--- src/design/bsnf_pkg.sv ---
// ============================================================================
// bsnf_pkg
// Shared types and constants for the Bayer split and neighbour fill block.
// ============================================================================
package bsnf_pkg;

    localparam int unsigned CFG_IDX_W  = 2;
    localparam int unsigned CFG_DATA_W = 15;
    localparam int unsigned VAL_W      = 19;
    localparam int unsigned COL_W      = 12;
    localparam int unsigned ROW_W      = 14;
    localparam int unsigned WID_W      = 13;
    localparam int unsigned HGT_W      = 15;
    localparam int unsigned IN_ROW_W   = 16;

    localparam logic [CFG_IDX_W-1:0] REG_CFA    = 2'd0;
    localparam logic [CFG_IDX_W-1:0] REG_WIDTH  = 2'd1;
    localparam logic [CFG_IDX_W-1:0] REG_HEIGHT = 2'd2;

    localparam logic ACT_SAMPLE = 1'b0;
    localparam logic ACT_FLUSH  = 1'b1;

    typedef enum logic [1:0] {
        t_CH_RED   = 2'd0,
        t_CH_GREEN = 2'd1,
        t_CH_BLUE  = 2'd2
    } t_channel;

    typedef struct packed {
        logic             action;
        logic [15:0]      sample;
    } t_in_item;

    typedef struct packed {
        logic [VAL_W-1:0] red_value;
        logic [VAL_W-1:0] green_value;
        logic [VAL_W-1:0] blue_value;
        logic [COL_W-1:0] pixel_column;
        logic [ROW_W-1:0] pixel_row;
        logic             frame_last;
    } t_out_item;

    // border and position info for one emitted pixel
    typedef struct packed {
        logic             left_edge;
        logic             right_edge;
        logic             top_edge;
        logic             bottom_edge;
        logic [COL_W-1:0] col;
        logic [ROW_W-1:0] row;
        logic [1:0]       pattern;
    } t_pix_ctl;

    function automatic t_channel colour_of(input logic [1:0] pat, input logic ry,
                                           input logic cx);
        logic [1:0] pos;
        t_channel   ch;
        pos = {ry, cx};
        ch  = t_CH_GREEN;
        unique case (pat)
            2'd0: ch = (pos == 2'd0) ? t_CH_RED  : (pos == 2'd3) ? t_CH_BLUE : t_CH_GREEN;
            2'd1: ch = (pos == 2'd0) ? t_CH_BLUE : (pos == 2'd3) ? t_CH_RED  : t_CH_GREEN;
            2'd2: ch = (pos == 2'd1) ? t_CH_RED  : (pos == 2'd2) ? t_CH_BLUE : t_CH_GREEN;
            2'd3: ch = (pos == 2'd1) ? t_CH_BLUE : (pos == 2'd2) ? t_CH_RED  : t_CH_GREEN;
            default: ch = t_CH_GREEN;
        endcase
        return ch;
    endfunction

endpackage

--- src/design/bsnf_fill.sv ---
// ============================================================================
// bsnf_fill
// Clamps the 3x3 window at the frame border and forms the three colour
// values of the centre pixel; registered result.
// ============================================================================
module bsnf_fill #(
    parameter int unsigned SAMPLE_BITS = 16
) (
    input  logic                     i_clk,
    input  logic                     i_en,
    input  logic [9*SAMPLE_BITS-1:0] i_win,
    input  bsnf_pkg::t_pix_ctl       i_ctl,
    input  logic                     i_last,
    output bsnf_pkg::t_out_item      o_item
);
    localparam int unsigned SUM_W = SAMPLE_BITS + 3;

    logic [SAMPLE_BITS-1:0] v [9];
    logic [SAMPLE_BITS-1:0] c [9];
    logic                   ysel [3];
    logic                   xsel [3];
    logic [SUM_W-1:0]       res [3];
    bsnf_pkg::t_out_item    r_item;
    bsnf_pkg::t_channel     own;

    always_comb begin
        for (int k = 0; k < 9; k++) begin
            v[k] = i_win[k*SAMPLE_BITS +: SAMPLE_BITS];
            c[k] = v[k];
        end
        for (int r = 0; r < 3; r++) begin
            if (i_ctl.left_edge)  c[r*3]   = v[r*3+1];
            if (i_ctl.right_edge) c[r*3+2] = v[r*3+1];
        end
        for (int k = 0; k < 3; k++) begin
            if (i_ctl.top_edge)    c[k]   = c[3+k];
            if (i_ctl.bottom_edge) c[6+k] = c[3+k];
        end
        // clamped neighbour coordinates keep parity of centre on edges
        xsel[1] = i_ctl.col[0];
        xsel[0] = i_ctl.left_edge  ? i_ctl.col[0] : ~i_ctl.col[0];
        xsel[2] = i_ctl.right_edge ? i_ctl.col[0] : ~i_ctl.col[0];
        ysel[1] = i_ctl.row[0];
        ysel[0] = i_ctl.top_edge    ? i_ctl.row[0] : ~i_ctl.row[0];
        ysel[2] = i_ctl.bottom_edge ? i_ctl.row[0] : ~i_ctl.row[0];
        own = bsnf_pkg::colour_of(i_ctl.pattern, ysel[1], xsel[1]);
        for (int ch = 0; ch < 3; ch++) begin
            res[ch] = '0;
            if (own == bsnf_pkg::t_channel'(ch) && c[4] != '0) begin
                res[ch] = {c[4], 3'b000};
            end else begin
                for (int r = 0; r < 3; r++) begin
                    for (int q = 0; q < 3; q++) begin
                        if (!(r == 1 && q == 1) &&
                            bsnf_pkg::colour_of(i_ctl.pattern, ysel[r], xsel[q])
                                == bsnf_pkg::t_channel'(ch)) begin
                            res[ch] = res[ch] + SUM_W'(c[r*3+q]);
                        end
                    end
                end
            end
        end
    end

    always_ff @(posedge i_clk) begin
        if (i_en) begin
            r_item.red_value    <= bsnf_pkg::VAL_W'(res[0]);
            r_item.green_value  <= bsnf_pkg::VAL_W'(res[1]);
            r_item.blue_value   <= bsnf_pkg::VAL_W'(res[2]);
            r_item.pixel_column <= i_ctl.col;
            r_item.pixel_row    <= i_ctl.row;
            r_item.frame_last   <= i_last;
        end
    end

    assign o_item = r_item;
endmodule

--- config.mk ---
export PLATFORM = sky130hd
export DESIGN_NAME = bsnf_fill
export DESIGN_NICKNAME = d
export VERILOG_FILES = /design/src/design/bsnf_pkg.sv /design/src/design/bsnf_fill.sv
export SDC_FILE = /design/constraint.sdc
export NUM_CORES = 1
export LEC_CHECK = 0
export BUFFER_PORTS_ARGS = -buffer_cell sky130_fd_sc_hd__clkbuf_2
export CORE_MARGIN = 2
export CORE_UTILIZATION = 23
export DETAILED_ROUTE_END_ITERATION = 16
export GPL_TIMING_DRIVEN = 0
export PLACE_DENSITY_LB_ADDON = 0.25
export SLEW_MARGIN = 0
export SYNTH_ARGS = -nofsm -noshare
export SYNTH_HDL_FRONTEND = slang
export SYNTH_SLANG_ARGS = --single-unit
--- constraint.sdc ---
create_clock -name i_clk -period 32.2 [get_ports i_clk]
set_clock_uncertainty 0.05 [all_clocks]
set_input_delay 4.83 -clock i_clk [delete_from_list [all_inputs] [get_ports i_clk]]
set_output_delay 4.83 -clock i_clk [all_outputs]
set_load 0.1 [all_outputs]
==> impl_metrics.csv <==
group,metric,value,unit
placement,dp_hpwl,101000,um
worst_setup_path,critPathMaxFanout,10,
cells_and_area,largest_reg_flops,84,
grt,grt_pass1_vias,26100,
cts,postCtsHoldBufs,0,
cells_and_area,stdcell_area,29600,sq um
die,initial_core_util,23.2,%
cts,cts_buffer_depth,2,
sta,timing.fmax,0.0467,GHz
yosys,async_flop_share,0,%
grt,grt_max_degree,65,
cts,root_buffer,"clkbuf_16",
cts,cts_inserted_buffers,9,
sta,rsz0062_at_grt,"false",
sta,finalHoldViolCount,0,
routing,vias_per_cell,5.19,
placement,io_buffers,257,
yosys,ys_seq_area_share,9.68,%
cells_and_area,fill_cells,12600,
yosys,yosysTopAreaCell,"ha_1",
routing,drc,0,
yosys,synth_edf_count,84,
sta,finalCriticalPeriod,21.41,ns
routing,route.vias.total,27300,
cells_and_area,layout-drive-gt1-share,13.7,%
worst_setup_path,crit_family,"compound AO/OA/AOI/OAI gates",
grt,grt_pass1_wl,171000,um
power,powerDensity,123,nW/um^2
die,die_width,341,um
power,leakage,13.1,nW
yosys,ys_ff_latch,84,
sta,setup_ws,10.79,ns
placement,gp_congestion,0.975,
yosys,synth_area_leaders,"ha_1 (19%), edfxtp_1 (9.7%), mux2_2 (6.7%), xnor2_1 (6.1%), nor2_1 (5.8%)",
sta,tightest_slew,1.60,ns
die,core_area,112000,sq um
sta,tns,0,ns
yosys,syn_nets,4066,
worst_setup_path,slowest_stage,"clkbuf_1",
cells_and_area,multi_input_area,22500,sq um
worst_setup_path,crit_path_start_kind,"input port",
worst_setup_path,cpPeakStageDelay,0.85,ns
yosys,avgSynthCellArea,7.49,sq um
sta,setup_violations,0,
grt,grt_overflow,0,
hold_path,hp-class,"input port to register",
yosys,syn_area,26000,sq um
yosys,yosysTopAreaCellShare,18.6,%
worst_setup_path,crit_type,"input port to register",
routing,drt_iter0_drc,2175,
die,row_count,123,
worst_setup_path,cp.required,32.21,ns
yosys,post-synth-top-count-cell,"nor2_1",
outcome,status,"finished, violations left",
sta,max_slew_margin,-7.85,%
cts,cts_max_level,3,
yosys,synth_cell_types,95,
cts,cts_tree,"built",
power,ir_drop,0.0000576,V
power,power,3.63,mW
cts,post_cts_resized,0,
die,ios,263,
sta,period_share,66.5,%
sta,drv_slew,16,
worst_setup_path,crit_buf_inv,9,
routing,antenna_left,0,
routing,wl_per_cell,22.5,um
routing,wl,118000,um
sta,holdWs,4.59,ns
yosys,yosys_warnings,0,
placement,dp_cells,5244,
cells_and_area,finalNonFillerCells,5264,
cells_and_area,synthToLayoutAreaGrowth,13.6,%
yosys,syn_inst,3479,
cells_and_area,postLayoutCoreUtil,26.3,%
yosys,synthFlopType,"edfxtp_1",
grt,track_usage,19.7,%
placement,placed_area,29300,sq um
yosys,ys_top_cells_by_count,"nor2_1 (403), ha_1 (387), nand2_1 (317)",
grt,antenna_found_initial,7,
cts,cts_setup_buffers,0,
cells_and_area,seqCellArea,2520,sq um
cells_and_area,fin_nets,4343,
worst_setup_path,worstPathArrival,21.42,ns
placement,dp_slack,10.64,ns
worst_setup_path,end_kind,"register",
die,die-area,116000,sq um
routing,dr.pass1.iters,8,
cts,clock-sinks,84,
die,die_y,341,um
run,maxCapViolCount,4,
cts,clkTransAtPathRegs,0.07,ns
outcome,violations,"capacitance limit, slew limit",
[layout by cell type, fill, tap and decap left out, types with 29 or more instances in the layout]
| cell type | Yosys | routed |
|---|---|---|
| nor2_1 | 403 | 403 |
| ha_1 | 387 | 387 |
| nand2_1 | 317 | 317 |
| a21oi_1 | 297 | 297 |
| o21ai_0 | 294 | 288 |
| clkbuf_2 | 0 | 256 |
| xnor2_1 | 180 | 180 |
| mux2_2 | 155 | 155 |
| inv_1 | 151 | 151 |
| mux2i_1 | 89 | 89 |
| xor2_1 | 87 | 87 |
| edfxtp_1 | 84 | 84 |
| clkbuf_1 | 83 | 83 |
| nor3_1 | 81 | 81 |
| o21a_1 | 79 | 79 |
| a21o_1 | 75 | 75 |
| nand3_1 | 71 | 71 |
| nand2b_1 | 52 | 52 |
| nor2b_1 | 46 | 46 |
| a211oi_1 | 38 | 38 |
| a31oi_1 | 36 | 36 |
| o21bai_1 | 36 | 36 |
| or3_1 | 32 | 32 |
| and3_1 | 29 | 29 |
[where the power goes]
part	internal, mW	leakage [nW]	total [mW]	switching [mW]
registers	0.178	0.820	0.188	0.0103
clock network	0.0529	0.138	0.101	0.0479
logic	1.29	12.1	3.34	2.05
[cell type report]
type,count,share of cell area (%)
clock inverter,6,0.161
timing repair buffer,266,4.65
multi-input combinational,3132,76.1
clock buffer,9,0.761
buffer,111,1.47
sequential,84,8.53
tap,1500,6.34
inverter,152,1.93
antenna,4,0.0338
[cells by family (layout without fill, tap and decap cells)]
kind of cell             count (synthesis)  after routing  share of synthesized area (%)
other                                    0              4                              0
flip-flops                              84             84                           9.68
AO/OA/AOI/OAI                         1070           1070                           26.0
adder cells (fa/ha/maj)                408            408                           20.2
XOR/XNOR                               275            275                           9.58
buffers and inverters                  263            544                           3.86
AND/OR/NAND/NOR                       1122           1122                           19.6
multiplexers                           257            257                           11.1
[routing by layer]
layer	up-vias	GRT usage (%)	share of wire, %
met3	192	3.06	5.9
met1	13000	25.3	43
met4	4	8.65	5.1
met2	842	32.6	46
met5	-	0	0.018
li1	13300	-	-
[path summary, 6_finish.rpt]
kind	startpoint	slack, ns	to	depth (start not counted)
max	i_ctl[31]	10.79	o_item[83]$_DFFE_PP_	67
min	i_ctl[4]	4.59	o_item[3]$_DFFE_PP_	1
Note: power is estimated with default switching activity, not from simulation.
